[src/bps_pkg.sv]
// package for the buzzer pattern sequencer: types, codes and pattern tables
package bps_pkg;

  localparam int NOW_W    = 32;
  localparam int MODE_W   = 4;
  localparam int DUTY_W   = 8;
  localparam int PERIOD_W = 16;
  localparam int POS_W    = 5;
  localparam int DUR_W    = 10;

  localparam int CFG_ADDR_W = 1;
  localparam int CFG_DATA_W = 16;

  localparam int IN_DATA_W  = 40;
  localparam int OUT_DATA_W = 16;

  // register indexes on the configuration port
  localparam logic [CFG_ADDR_W-1:0] CFG_LOUDNESS   = 1'd0;
  localparam logic [CFG_ADDR_W-1:0] CFG_RUN_PERIOD = 1'd1;

  localparam logic [DUTY_W-1:0]   LOUDNESS_RST   = 8'd128;
  localparam logic [PERIOD_W-1:0] RUN_PERIOD_RST = 16'd10;

  // machine mode codes
  localparam logic [MODE_W-1:0] MODE_IMU      = 4'd7;
  localparam logic [MODE_W-1:0] MODE_SHUTDOWN = 4'd12;
  localparam logic [MODE_W-1:0] MODE_NONE     = 4'd14;

  // pattern lengths in entries
  localparam logic [POS_W-1:0] INFO_LEN = 5'd1;
  localparam logic [POS_W-1:0] IMU_LEN  = 5'd23;
  localparam logic [POS_W-1:0] WARN_LEN = 5'd5;

  // entry durations in ms
  localparam logic [DUR_W-1:0] DUR_SHORT = 10'd100;
  localparam logic [DUR_W-1:0] DUR_MID   = 10'd500;
  localparam logic [DUR_W-1:0] DUR_LONG  = 10'd1000;

  typedef enum logic [1:0] {
    PAT_NONE = 2'd0,
    PAT_INFO = 2'd1,
    PAT_IMU  = 2'd2,
    PAT_WARN = 2'd3
  } pat_id_t;

  typedef struct packed {
    logic [DUTY_W-1:0]   loudness;
    logic [PERIOD_W-1:0] run_period_ms;
  } cfg_t;

  typedef struct packed {
    logic              handled;
    logic [DUTY_W-1:0] duty;
    logic              sounding;
  } res_t;

  function automatic logic [POS_W-1:0] pat_len(input pat_id_t id);
    logic [POS_W-1:0] len;
    case (id)
      PAT_INFO: len = INFO_LEN;
      PAT_IMU:  len = IMU_LEN;
      PAT_WARN: len = WARN_LEN;
      default:  len = '0;
    endcase
    return len;
  endfunction

  // on and off entries alternate, so the low position bit picks the duration
  function automatic logic [DUR_W-1:0] pat_dur(input pat_id_t id, input logic [POS_W-1:0] pos);
    logic [DUR_W-1:0] dur;
    case (id)
      PAT_INFO: dur = DUR_LONG;
      PAT_IMU:  dur = pos[0] ? DUR_LONG : DUR_SHORT;
      PAT_WARN: dur = pos[0] ? DUR_LONG : DUR_MID;
      default:  dur = '0;
    endcase
    return dur;
  endfunction

endpackage

[src/bps_cfg_regs.sv]
// configuration registers: loudness and run period
module bps_cfg_regs
  import bps_pkg::*;
(
  input  logic                  clk,
  input  logic                  rst_n,
  input  logic                  cfg_we,
  input  logic [CFG_ADDR_W-1:0] cfg_addr,
  input  logic [CFG_DATA_W-1:0] cfg_wdata,
  output cfg_t                  cfg
);

  cfg_t cfg_r;
  cfg_t cfg_nxt;

  // register write decode
  always_comb begin
    cfg_nxt = cfg_r;
    if (cfg_we) begin
      case (cfg_addr)
        CFG_LOUDNESS:   cfg_nxt.loudness      = cfg_wdata[DUTY_W-1:0];
        CFG_RUN_PERIOD: cfg_nxt.run_period_ms = cfg_wdata[PERIOD_W-1:0];
        default:        cfg_nxt = cfg_r;
      endcase
    end
  end

  always_ff @(posedge clk) begin
    if (!rst_n) begin
      cfg_r.loudness      <= LOUDNESS_RST;
      cfg_r.run_period_ms <= RUN_PERIOD_RST;
    end else begin
      cfg_r <= cfg_nxt;
    end
  end

  assign cfg = cfg_r;

endmodule

[src/bps_seq_core.sv]
// sequencing state and the per-poll update
module bps_seq_core
  import bps_pkg::*;
(
  input  logic              clk,
  input  logic              rst_n,
  input  logic              step_en,
  input  logic [NOW_W-1:0]  now_ms,
  input  logic [MODE_W-1:0] mode_code,
  input  cfg_t              cfg,
  output res_t              res
);

  logic [MODE_W-1:0] last_mode_r, last_mode_nxt;
  pat_id_t           pat_id_r, pat_id_nxt;
  logic [POS_W-1:0]  pat_pos_r, pat_pos_nxt;
  logic              tone_on_r, tone_on_nxt;
  logic [NOW_W-1:0]  entry_end_r, entry_end_nxt;
  logic [NOW_W-1:0]  next_poll_r, next_poll_nxt;

  logic [NOW_W-1:0]  poll_diff;
  logic [NOW_W-1:0]  end_diff;
  logic              handled;
  logic              mode_chg;
  pat_id_t           sel;
  logic              start;
  pat_id_t           id_a;
  logic [POS_W-1:0]  pos_a;
  logic              tone_a;
  logic [NOW_W-1:0]  end_a;
  logic              expired;
  logic              exhausted;

  // poll gate on the wrapping signed difference
  assign poll_diff = now_ms - next_poll_r;
  assign handled   = !poll_diff[NOW_W-1];

  // pattern selection from the mode code
  always_comb begin
    case (mode_code) inside
      [4'd0:4'd6]:  sel = PAT_INFO;
      MODE_IMU:     sel = PAT_IMU;
      [4'd8:4'd11]: sel = PAT_WARN;
      default:      sel = PAT_NONE;
    endcase
  end

  assign mode_chg = (mode_code != last_mode_r) && (last_mode_r != MODE_SHUTDOWN);
  assign start    = mode_chg && (sel != PAT_NONE);

  // state as seen after a possible pattern start
  assign id_a   = start ? sel : pat_id_r;
  assign pos_a  = start ? '0 : pat_pos_r;
  assign tone_a = start ? 1'b0 : tone_on_r;
  assign end_a  = start ? '0 : entry_end_r;

  assign end_diff  = now_ms - end_a;
  assign expired   = !end_diff[NOW_W-1];
  assign exhausted = (pos_a >= pat_len(id_a));

  // entry advance or silence
  always_comb begin
    last_mode_nxt = mode_chg ? mode_code : last_mode_r;
    next_poll_nxt = now_ms + {{(NOW_W-PERIOD_W){1'b0}}, cfg.run_period_ms};
    pat_id_nxt    = id_a;
    pat_pos_nxt   = pos_a;
    tone_on_nxt   = tone_a;
    entry_end_nxt = end_a;
    if (expired) begin
      if (exhausted) begin
        pat_id_nxt    = PAT_NONE;
        pat_pos_nxt   = '0;
        tone_on_nxt   = 1'b0;
        entry_end_nxt = '0;
      end else begin
        tone_on_nxt   = !pos_a[0];
        entry_end_nxt = now_ms + {{(NOW_W-DUR_W){1'b0}}, pat_dur(id_a, pos_a)};
        pat_pos_nxt   = pos_a + 1'b1;
      end
    end
  end

  always_ff @(posedge clk) begin
    if (!rst_n) begin
      last_mode_r <= MODE_NONE;
      pat_id_r    <= PAT_NONE;
      pat_pos_r   <= '0;
      tone_on_r   <= 1'b0;
      entry_end_r <= '0;
      next_poll_r <= '0;
    end else if (step_en && handled) begin
      last_mode_r <= last_mode_nxt;
      pat_id_r    <= pat_id_nxt;
      pat_pos_r   <= pat_pos_nxt;
      tone_on_r   <= tone_on_nxt;
      entry_end_r <= entry_end_nxt;
      next_poll_r <= next_poll_nxt;
    end
  end

  assign res.handled  = handled;
  assign res.sounding = tone_on_nxt;
  assign res.duty     = tone_on_nxt ? cfg.loudness : '0;

endmodule

[src/buzzer_pattern_sequencer.sv]
// top level of the buzzer pattern sequencer: input register, core, output register
// Takes one poll request per cycle unless a stalled output holds the input register, and
// answers a handled poll with one duty result (polls closer together than the run
// period give no result). The poll lands in the input register, then the beep state is
// updated and the result is written to the output register in the same cycle. The full
// update of the sequencing state together with the result is what lets polls follow
// back to back. A stalled output holds the next poll in the input register.
module buzzer_pattern_sequencer
  import bps_pkg::*;
(
  input  logic                  clk,
  input  logic                  rst_n,
  input  logic                  in_tvalid,
  output logic                  in_tready,
  input  logic [IN_DATA_W-1:0]  in_tdata,   // [31:0] now_ms, [35:32] mode_code, rest zero
  output logic                  out_tvalid,
  input  logic                  out_tready,
  output logic [OUT_DATA_W-1:0] out_tdata,  // [7:0] duty, [8] sounding, rest zero
  input  logic                  cfg_we,
  input  logic [CFG_ADDR_W-1:0] cfg_addr,
  input  logic [CFG_DATA_W-1:0] cfg_wdata
);

  cfg_t cfg;
  res_t res;

  logic              in_vld_r, in_vld_nxt;
  logic [NOW_W-1:0]  now_r;
  logic [MODE_W-1:0] mode_r;
  logic              out_vld_r, out_vld_nxt;
  logic [DUTY_W-1:0] duty_r;
  logic              sounding_r;
  logic              fire;
  logic              in_acc;

  bps_cfg_regs u_cfg (
    .clk       (clk),
    .rst_n     (rst_n),
    .cfg_we    (cfg_we),
    .cfg_addr  (cfg_addr),
    .cfg_wdata (cfg_wdata),
    .cfg       (cfg)
  );

  // the held poll is processed whenever the output register can take a result
  assign fire      = in_vld_r && (!out_vld_r || out_tready);
  assign in_tready = !in_vld_r || fire;
  assign in_acc    = in_tvalid && in_tready;

  bps_seq_core u_core (
    .clk       (clk),
    .rst_n     (rst_n),
    .step_en   (fire),
    .now_ms    (now_r),
    .mode_code (mode_r),
    .cfg       (cfg),
    .res       (res)
  );

  // input register
  always_comb begin
    in_vld_nxt = in_vld_r;
    if (in_acc) begin
      in_vld_nxt = 1'b1;
    end else if (fire) begin
      in_vld_nxt = 1'b0;
    end
  end

  always_ff @(posedge clk) begin
    if (!rst_n) begin
      in_vld_r <= 1'b0;
    end else begin
      in_vld_r <= in_vld_nxt;
    end
  end

  always_ff @(posedge clk) begin
    if (in_acc) begin
      now_r  <= in_tdata[NOW_W-1:0];
      mode_r <= in_tdata[NOW_W+MODE_W-1:NOW_W];
    end
  end

  // output register
  always_comb begin
    out_vld_nxt = out_vld_r;
    if (fire) begin
      out_vld_nxt = res.handled;
    end else if (out_tready) begin
      out_vld_nxt = 1'b0;
    end
  end

  always_ff @(posedge clk) begin
    if (!rst_n) begin
      out_vld_r <= 1'b0;
    end else begin
      out_vld_r <= out_vld_nxt;
    end
  end

  always_ff @(posedge clk) begin
    if (fire && res.handled) begin
      duty_r     <= res.duty;
      sounding_r <= res.sounding;
    end
  end

  assign out_tvalid = out_vld_r;
  assign out_tdata  = {{(OUT_DATA_W-DUTY_W-1){1'b0}}, sounding_r, duty_r};

endmodule

[config.mk]
export PLATFORM = sky130hd
export DESIGN_NAME = buzzer_pattern_sequencer
export DESIGN_NICKNAME = d
export VERILOG_FILES = /design/src/bps_pkg.sv /design/src/bps_cfg_regs.sv /design/src/bps_seq_core.sv /design/src/buzzer_pattern_sequencer.sv
export SDC_FILE = /design/constraint.sdc
export NUM_CORES = 1
export LEC_CHECK = 0
export BUFFER_PORTS_ARGS = -buffer_cell sky130_fd_sc_hd__buf_2
export CORE_MARGIN = 2
export CORE_UTILIZATION = 65
export DETAILED_ROUTE_END_ITERATION = 8
export PLACE_DENSITY = 0.93
export SETUP_SLACK_MARGIN = 0.2
export SYNTH_ARGS = -nofsm -noshare
export SYNTH_HDL_FRONTEND = slang
export SYNTH_SLANG_ARGS = --single-unit
[constraint.sdc]
create_clock -name clk -period 10.4 [get_ports clk]
set_clock_uncertainty 0.2 [all_clocks]
set_input_delay 0 -clock clk [delete_from_list [all_inputs] [get_ports clk]]
set_output_delay 0 -clock clk [all_outputs]
set_load 0.01 [all_outputs]
==> metrics, run 1 <==
Skew-Pair Late Insertion Delay roughly 450 ps; Sw Pwr just over 500 µW; Final period util between 50% and 60%; initial antenna violation count 0; ys flop type dfxtp_1; Area Growth Syn to Fin 19.2%; Yosys reg bits ~150; Synth Instances just under 1000; Avg Cell Area, Syn 9.21 µm²; Leak approximately 0.0041 µW; Max Fclk between 150 and 200 MHz; Post-Synthesis Cell Area 0.00885 mm²; pwr dens around 160 mW/mm²; core area 0.0133 mm²; Worst IR Drop VDD about 0.00011 V; simple-gate area share of the yosys netlist 17.2%; via/cell ratio 6.91; ANT nets after route 0; Die Area 0.0146 mm²; worst path required time approximately 11000 ps; crit start category flip-flop; Total Wirelength a little under 30 mm; Yosys Warn Count 0; delay-heaviest family, CP compound AO/OA/AOI/OAI gates; critical path data arrival time approximately 6000 ps; starting density of the core around two thirds; I/O pin count 80; count leader, synth nand2_1; top cells by area, synth dfxtp_1 23%, edfxtp_1 15%, ha_1 13%; Fin Setup TNS 0 ps; number of I/O port buffers just under 70; diodes inserted 0; Slew headroom slightly below 30%; Die W around 120 µm; Synth async-reset ratio 0%; Avg WL per Cell between 20 and 25 µm; 1st-pass router iterations 9; DP Worst Slack between 4000 and 5000 ps; reg2reg start mode_r[0]$_DFFE_PP_; Final nets 1233; Min-Delay Path Class primary input to flip-flop; largest family of logic cells by synthesized area compound AO/OA/AOI/OAI gates; Synth Area in Compound Gates between 20% and 30%; Slew Limit Fails 0; Adder-Cell Fraction of Synth Area a little over an eighth; # Max-Cap Violations 0; Sequential Power Share between 30% and 40%; Congestion Overflow GR 0; unrepaired setup endpoints after global routing false; Worst Setup End Kind flip-flop; sw frac between 20 and 30%; Crit-path slowest cell a21oi_1; cell taking the most area after synthesis dfxtp_1; Final WS setup roughly 4500 ps; Synth Area in XOR/XNOR ~5.4%; violated checks design-rule violations; # rows 42; outcome finished, violations left; GP Congestion just over 0.9; post-synthesis cell type count 74; vias in the first global route around 8700; via count between 8000 and 9000; # fillers between 600 and 700; layout cells sized above 1 between 10% and 20%; Hold Path Origin in_tdata[33]; number of synthesized flops with an enable pin 45; Total GRT Usage about two fifths; cell mode on critical path a21oi_1; first-pass GRT wire length 45.8 mm; Crit Path Max Fanout 43; Hold Vio Cnt, Final 0; CTS tree built; Int Pwr about 1200 µW; crit path time final approximately 6000 ps; # setup viols final 0; Clock Tree Root clkbuf_16; clock buffer depth 2; clock buffer count from CTS 17; worst-margin pin slew 1050 ps; die boundary height around 120 µm; worst path bufs/invs 3; HPWL after DPL around 15 mm; Comb pwr share 19.4%; most common library cells after synthesis 149 x nand2_1, 102 x dfxtp_1, 89 x ha_1, 82 x a21oi_1, 60 x inv_1; initial drt markers around 1700; register area share after synthesis a little under two fifths; critical path class flip-flop to flip-flop; multiplexer area fraction after synthesis less than 1%; DRC 6; Synth top area share ~23%; CP cell instances o41ai_2, a41oi_2, o221ai_4, buf_4, a21oi_1, or2_2, inv_1, ha_1, inv_1, fa_1, nor2b_1, o21ai_0, a21oi_1, o21ai_0, a21o_1, a21oi_1, nand3_1, xor2_1, o2bb2ai_2; CTS clk-pin slew, worst paths around 70 ps; clk sinks about 150; clock share of power between 40% and 50%; Critical Path Max Stage Delay 670 ps; largest net degree at the start of global routing 44; H-tree depth 4; Post-CTS Setup Repair Bufs 0; Final Core Density between 70% and 80%; Setup crit start mode_r[0]$_DFFE_PP_
## layout make-up
type	count	area (µm²)	area share [%]
Sequential cell	147	3390	32.2
Multi-Input combinational cell	715	5010	47.5
Clock inverter	12	226	2.15
Timing Repair Buffer	137	1020	9.68
Tap cell	176	220	2.09
Inverter	62	233	2.21
Clock buffer	20	447	4.23
## final timing paths
check,end,slack (ps),cells past startpoint
max,u_core.entry_end_r[30]$_SDFFE_PN0P_,4510,19
min,mode_r[1]$_DFFE_PP_,60,2
max reg2reg,u_core.entry_end_r[30]$_SDFFE_PN0P_,4510,19
min reg2reg,u_cfg.cfg[14]$_SDFFE_PN0P_,260,2
## metrics by stage
stage | cell area [µm²] | hold WS (ps) | std cells | power (µW)
2_1_floorplan | 8870 | -101 | 967 | 873
3_3_place_gp | 9220 | -24.1 | 1172 | 925
3_5_place_dp | 9220 | -21.9 | 1172 | 941
4_1_cts | 10500 | 65.2 | 1269 | 1660
5_1_grt | 10500 | 62.5 | 1269 | 1760
6_report | 10500 | 58.0 | 1269 | 1720
## state kept, by name (all words and copies together) (netlist names), 2 cells and up
name                flops
duty_r                  8
u_cfg.cfg              24
now_r                  32
u_core.pat_pos_r        5
u_core.pat_id_r         2
mode_r                  4
u_core.next_poll_r     32
u_core.last_mode_r      4
u_core.entry_end_r     32
## layout by cell type (no fill, tap or decap), types with 9 or more instances in the layout
cell type,instances
nor2_1,38
nand4_1,13
a21o_1,16
o2bb2ai_2,20
nand2_1,149
o21a_1,12
and3_1,12
and2_1,9
xnor2_1,26
edfxtp_1,45
nor2b_1,20
dfxtp_1,102
a21oi_1,82
nand2b_1,9
ha_1,89
o21ai_0,30
inv_1,60
o2bb2ai_1,13
xor2_1,29
nand3_1,26
buf_2,68
clkbuf_16,17
dlygate4sd3_1,65
nor3_1,15
## repair_timing
action	in CTS	in global routing
hold endpoints to repair	71	0
hold buffers	65	0
resized for setup	0	0
## routing by layer
metal | vias to the layer above | global-route usage [%] | share of wire (%) | routed length [µm]
met2 | 874 | 62.5 | 43 | 12600
met3 | 319 | 14.2 | 13 | 3710
met5 | - | 0 | 0 | 0
li1 | 3648 | - | - | -
met4 | 0 | 32.4 | 9.7 | 2810
met1 | 3924 | 46.4 | 34 | 9860
## logic make-up (layout without fill, tap and decap cells)
kind of cell | after synthesis | in the layout
muxes | 4 | 4
other | 1 | 7
buffers and inverters | 105 | 231
xor gates and xnor gates | 55 | 55
DFF | 147 | 147
AOI/OAI and AO/OA | 238 | 238
adders and majority gates | 91 | 91
and+or+nand+nor | 320 | 320
## power by group through the flow
stage | sequential [µW] | clock [µW] | combinational (µW)
2_1_floorplan | 661 | 0 | 212
3_3_place_gp | 670 | 0 | 255
6_report | 666 | 721 | 335
4_1_cts | 660 | 705 | 298
5_1_grt | 667 | 738 | 356
3_5_place_dp | 671 | 0 | 270
Note: power is estimated with default switching activity, not from simulation.
==> inputs of run 2 (changes only) <==
--- a/config.mk
+++ b/config.mk
@@ -5,11 +5,12 @@
 export SDC_FILE = /design/constraint.sdc
 export NUM_CORES = 1
 export LEC_CHECK = 0
+export ABC_AREA = 1
 export BUFFER_PORTS_ARGS = -buffer_cell sky130_fd_sc_hd__buf_2
 export CORE_MARGIN = 2
-export CORE_UTILIZATION = 65
+export CORE_UTILIZATION = 55
 export DETAILED_ROUTE_END_ITERATION = 8
-export PLACE_DENSITY = 0.93
+export PLACE_DENSITY = 0.84
 export SETUP_SLACK_MARGIN = 0.2
 export SYNTH_ARGS = -nofsm -noshare
 export SYNTH_HDL_FRONTEND = slang
==> constraint.sdc (replaced) <==
create_clock -name clk -period 5.4 [get_ports clk]
set_clock_uncertainty 0.2 [all_clocks]
set_input_delay 0 -clock clk [delete_from_list [all_inputs] [get_ports clk]]
set_output_delay 0 -clock clk [all_outputs]
set_load 0.01 [all_outputs]
==> run 2 against run 1 <==
The run now ends clean. Clock-buffer cell count down 2. Cell count up 26%. Sequential power up 95%. Sequential share of layout area down 1.9 points. Sequential cell count unchanged. Global-route usage down 13 points. Synthesized cell count up 31%. Register-to-register slack worse by 3600 ps. Routed wire length down 14%. Non-clock buffer count down 1. Power up 97%. Synthesized area up 8.2%. Critical endpoint is now u_core.entry_end_r[28]$_SDFFE_PN0P_.
==> metrics, run 2 <==
Fin Setup TNS 0 ps; starting density of the core between 50% and 60%; Sw Pwr approximately 1100 µW; crit path time final about 4500 ps; register area share after synthesis approximately 35%; Min-Delay Path Class primary input to flip-flop; Total GRT Usage between 20 and 30%; I/O pin count 80; # Max-Cap Violations 0; Skew-Pair Late Insertion Delay 440 ps; initial drt markers about 740; cell taking the most area after synthesis dfxtp_1; Synth top area share between 20% and 30%; Yosys Warn Count 0; # rows 48; Final period util a little over four fifths; Clock Tree Root clkbuf_16; Worst Setup End Kind flip-flop; most common cell after layout, fill and taps aside nand2_1; Congestion Overflow GR 0; via count slightly below 9000; clock buffer count from CTS 17; Post-CTS Setup Repair Bufs 0; clock buffer depth 2; ys flop type dfxtp_1; clock share of power 36.9%; sw frac roughly a third; Synth Instances 1256; diodes inserted 0; critical path data arrival time approximately 4600 ps; GP Congestion between 0.9 and 1; initial antenna violation count 0; 1st-pass router iterations 5; HPWL after DPL 16.1 mm; ANT nets after route 0; Total Wirelength approximately 25 mm; commonest cells after routing, fill and taps aside 242 x nand2_1, 149 x inv_1, 106 x nor2_1, 102 x dfxtp_1, 101 x nand3_1; Avg Cell Area, Syn about 7.6 µm²; vias in the first global route slightly below 9000; CTS tree built; worst hold slack roughly 35 ps; Hold Vio Cnt, Final 0; crit start category flip-flop; Crit Path Max Fanout 20; unrepaired setup endpoints after global routing false; Leak approximately 0.005 µW; Layout Cell Area excl Fill around 0.011 mm²; via/cell ratio around 5.5; Avg WL per Cell around 16 µm; placed cell count about 1500; Post-CTS Hold Buffers 60; clk sinks roughly 150; Die Area 0.0185 mm²; first-pass GRT wire length approximately 41 mm; pwr dens between 300 and 400 mW/mm²; worst path required time 5540 ps; top cells by area, synth dfxtp_1 21%, edfxtp_1 14%, ha_1 12%; layout cells sized above 1 about a tenth; Final Core Density about two thirds; Post-Synthesis Cell Area roughly 0.0096 mm²; Yosys reg bits 147; CTS clk-pin slew, worst paths about 70 ps; DRC 0; # fillers between 1000 and 1500; post-synthesis cell type count 46; Max Fclk 222 MHz; Final nets between 1500 and 2000; biggest regs now_r x32, u_core.entry_end_r x32, u_core.next_poll_r x32; H-tree depth 4; Synth async-reset ratio 0%; largest net degree at the start of global routing between 90 and 100; Area Growth Syn to Fin 17.1%; Comb pwr share 24.7%; Worst IR Drop VDD 0.000366 V; number of synthesized flops with an enable pin 45; Int Pwr between 2000 and 2500 µW; Slew Limit Fails 0; # setup viols final 0; critical path class flip-flop to flip-flop; number of I/O port buffers around 70; PostCTS Resize Cnt 0; count leader, synth nand2_1; Die W around 140 µm; outcome finished, final reports clean; Slew headroom about 35%; die boundary height around 140 µm; Sequential Power Share 38.4%; Placement Cell Area approximately 0.010 mm²; core area 0.0172 mm²; non-filler cells, final 1601; worst-margin pin slew between 900 and 1000 ps; most common library cells after synthesis 242 x nand2_1, 149 x inv_1, 107 x nor2_1, 102 x dfxtp_1, 101 x nand3_1
-- run 2: changes by cell type in the layout (fill, tap and decap cells not counted), moves of 20 or more --
cell / before / now
inv_1: 60 / 149
nand2_1: 149 / 242
nand3_1: 26 / 101
nor2_1: 38 / 106
nor2b_1: 20 / 0
o21a_1: 12 / 38
o21ai_0: 30 / 72
o2bb2ai_2: 20 / 0
-- run 2: final cells by class --
| cell class | count | area, µm² | area share, % |
|---|---|---|---|
| tap | 225 | 282 | 2.51 |
| inverter | 155 | 584 | 5.21 |
| timing repair buffer | 136 | 1000 | 8.93 |
| clock inverter | 14 | 178 | 1.58 |
| multi-input combinational | 906 | 5340 | 47.6 |
| clock buffer | 18 | 439 | 3.92 |
| sequential | 147 | 3390 | 30.3 |
-- run 2: worst max-delay path, cell delays in order, from the launching register on --
cell      delay [ps]
edfxtp_1         450
inv_1             80
nand2_1           40
nand2_1           50
nor2_1            50
nand2_1          100
nand3_4          230
a31oi_1          320
a22oi_1          200
nand2_1          130
inv_1             70
nor2_1           220
inv_1            100
fa_1             450
o21ai_2          230
nand2_1           80
o211ai_1         150
nand3_1          210
nor2_2           210
nand2_1          150
inv_1            100
nand4_1          120
xor2_1           170
nor2_1            50
nand2_1           80
nand3_1           80
nand2_1           70
inv_1             30
-- run 2: cell families after synthesis --
kind of cell,Yosys count,share of synthesized area [%]
flip-flops,147,35.4
buffers and inverters,209,9.15
XOR/XNOR,56,5.20
other,1,0.0392
AND/OR/NAND/NOR,508,23.4
AO/OA/AOI/OAI,244,14.7
adder cells (fa/ha/maj),91,12.0
-- run 2: through the flow --
step,power (µW),setup slack [ps]
after floorplan,1920,1540
after global placement,2070,1010
after detailed placement,2090,973
after CTS,3380,945
after global routing,3570,420
final,3390,900
-- run 2: power groups by stage --
stage	Sequential [µW]	Combinational, µW	Clock, µW
floorplan	1300	622	0
global placement	1320	750	0
detailed placement	1320	771	0
CTS	1300	821	1260
global route	1310	948	1310
finish	1300	839	1250
-- run 2: path summary, 6_finish.rpt --
check / cells after the start / from / slack [ps] / to
setup reg to reg: 27 / mode_r[0]$_DFFE_PP_ / 900 / u_core.entry_end_r[28]$_SDFFE_PN0P_
hold / removal: 5 / cfg_we / 40 / u_cfg.cfg[22]$_SDFFE_PN0P_
setup / recovery: 27 / mode_r[0]$_DFFE_PP_ / 900 / u_core.entry_end_r[28]$_SDFFE_PN0P_
hold reg to reg: 2 / u_core.next_poll_r[7]$_SDFFE_PN0P_ / 260 / u_core.next_poll_r[7]$_SDFFE_PN0P_
-- run 2: metal layers --
metal,wire length (µm),global-route usage [%],vias to the layer above,share of wire [%]
li1,-,-,4372,-
met1,10200,33.2,4090,41
met2,12200,50.0,344,49
met3,1730,5.93,79,6.9
met4,935,11.9,0,3.7
met5,0,0,-,0
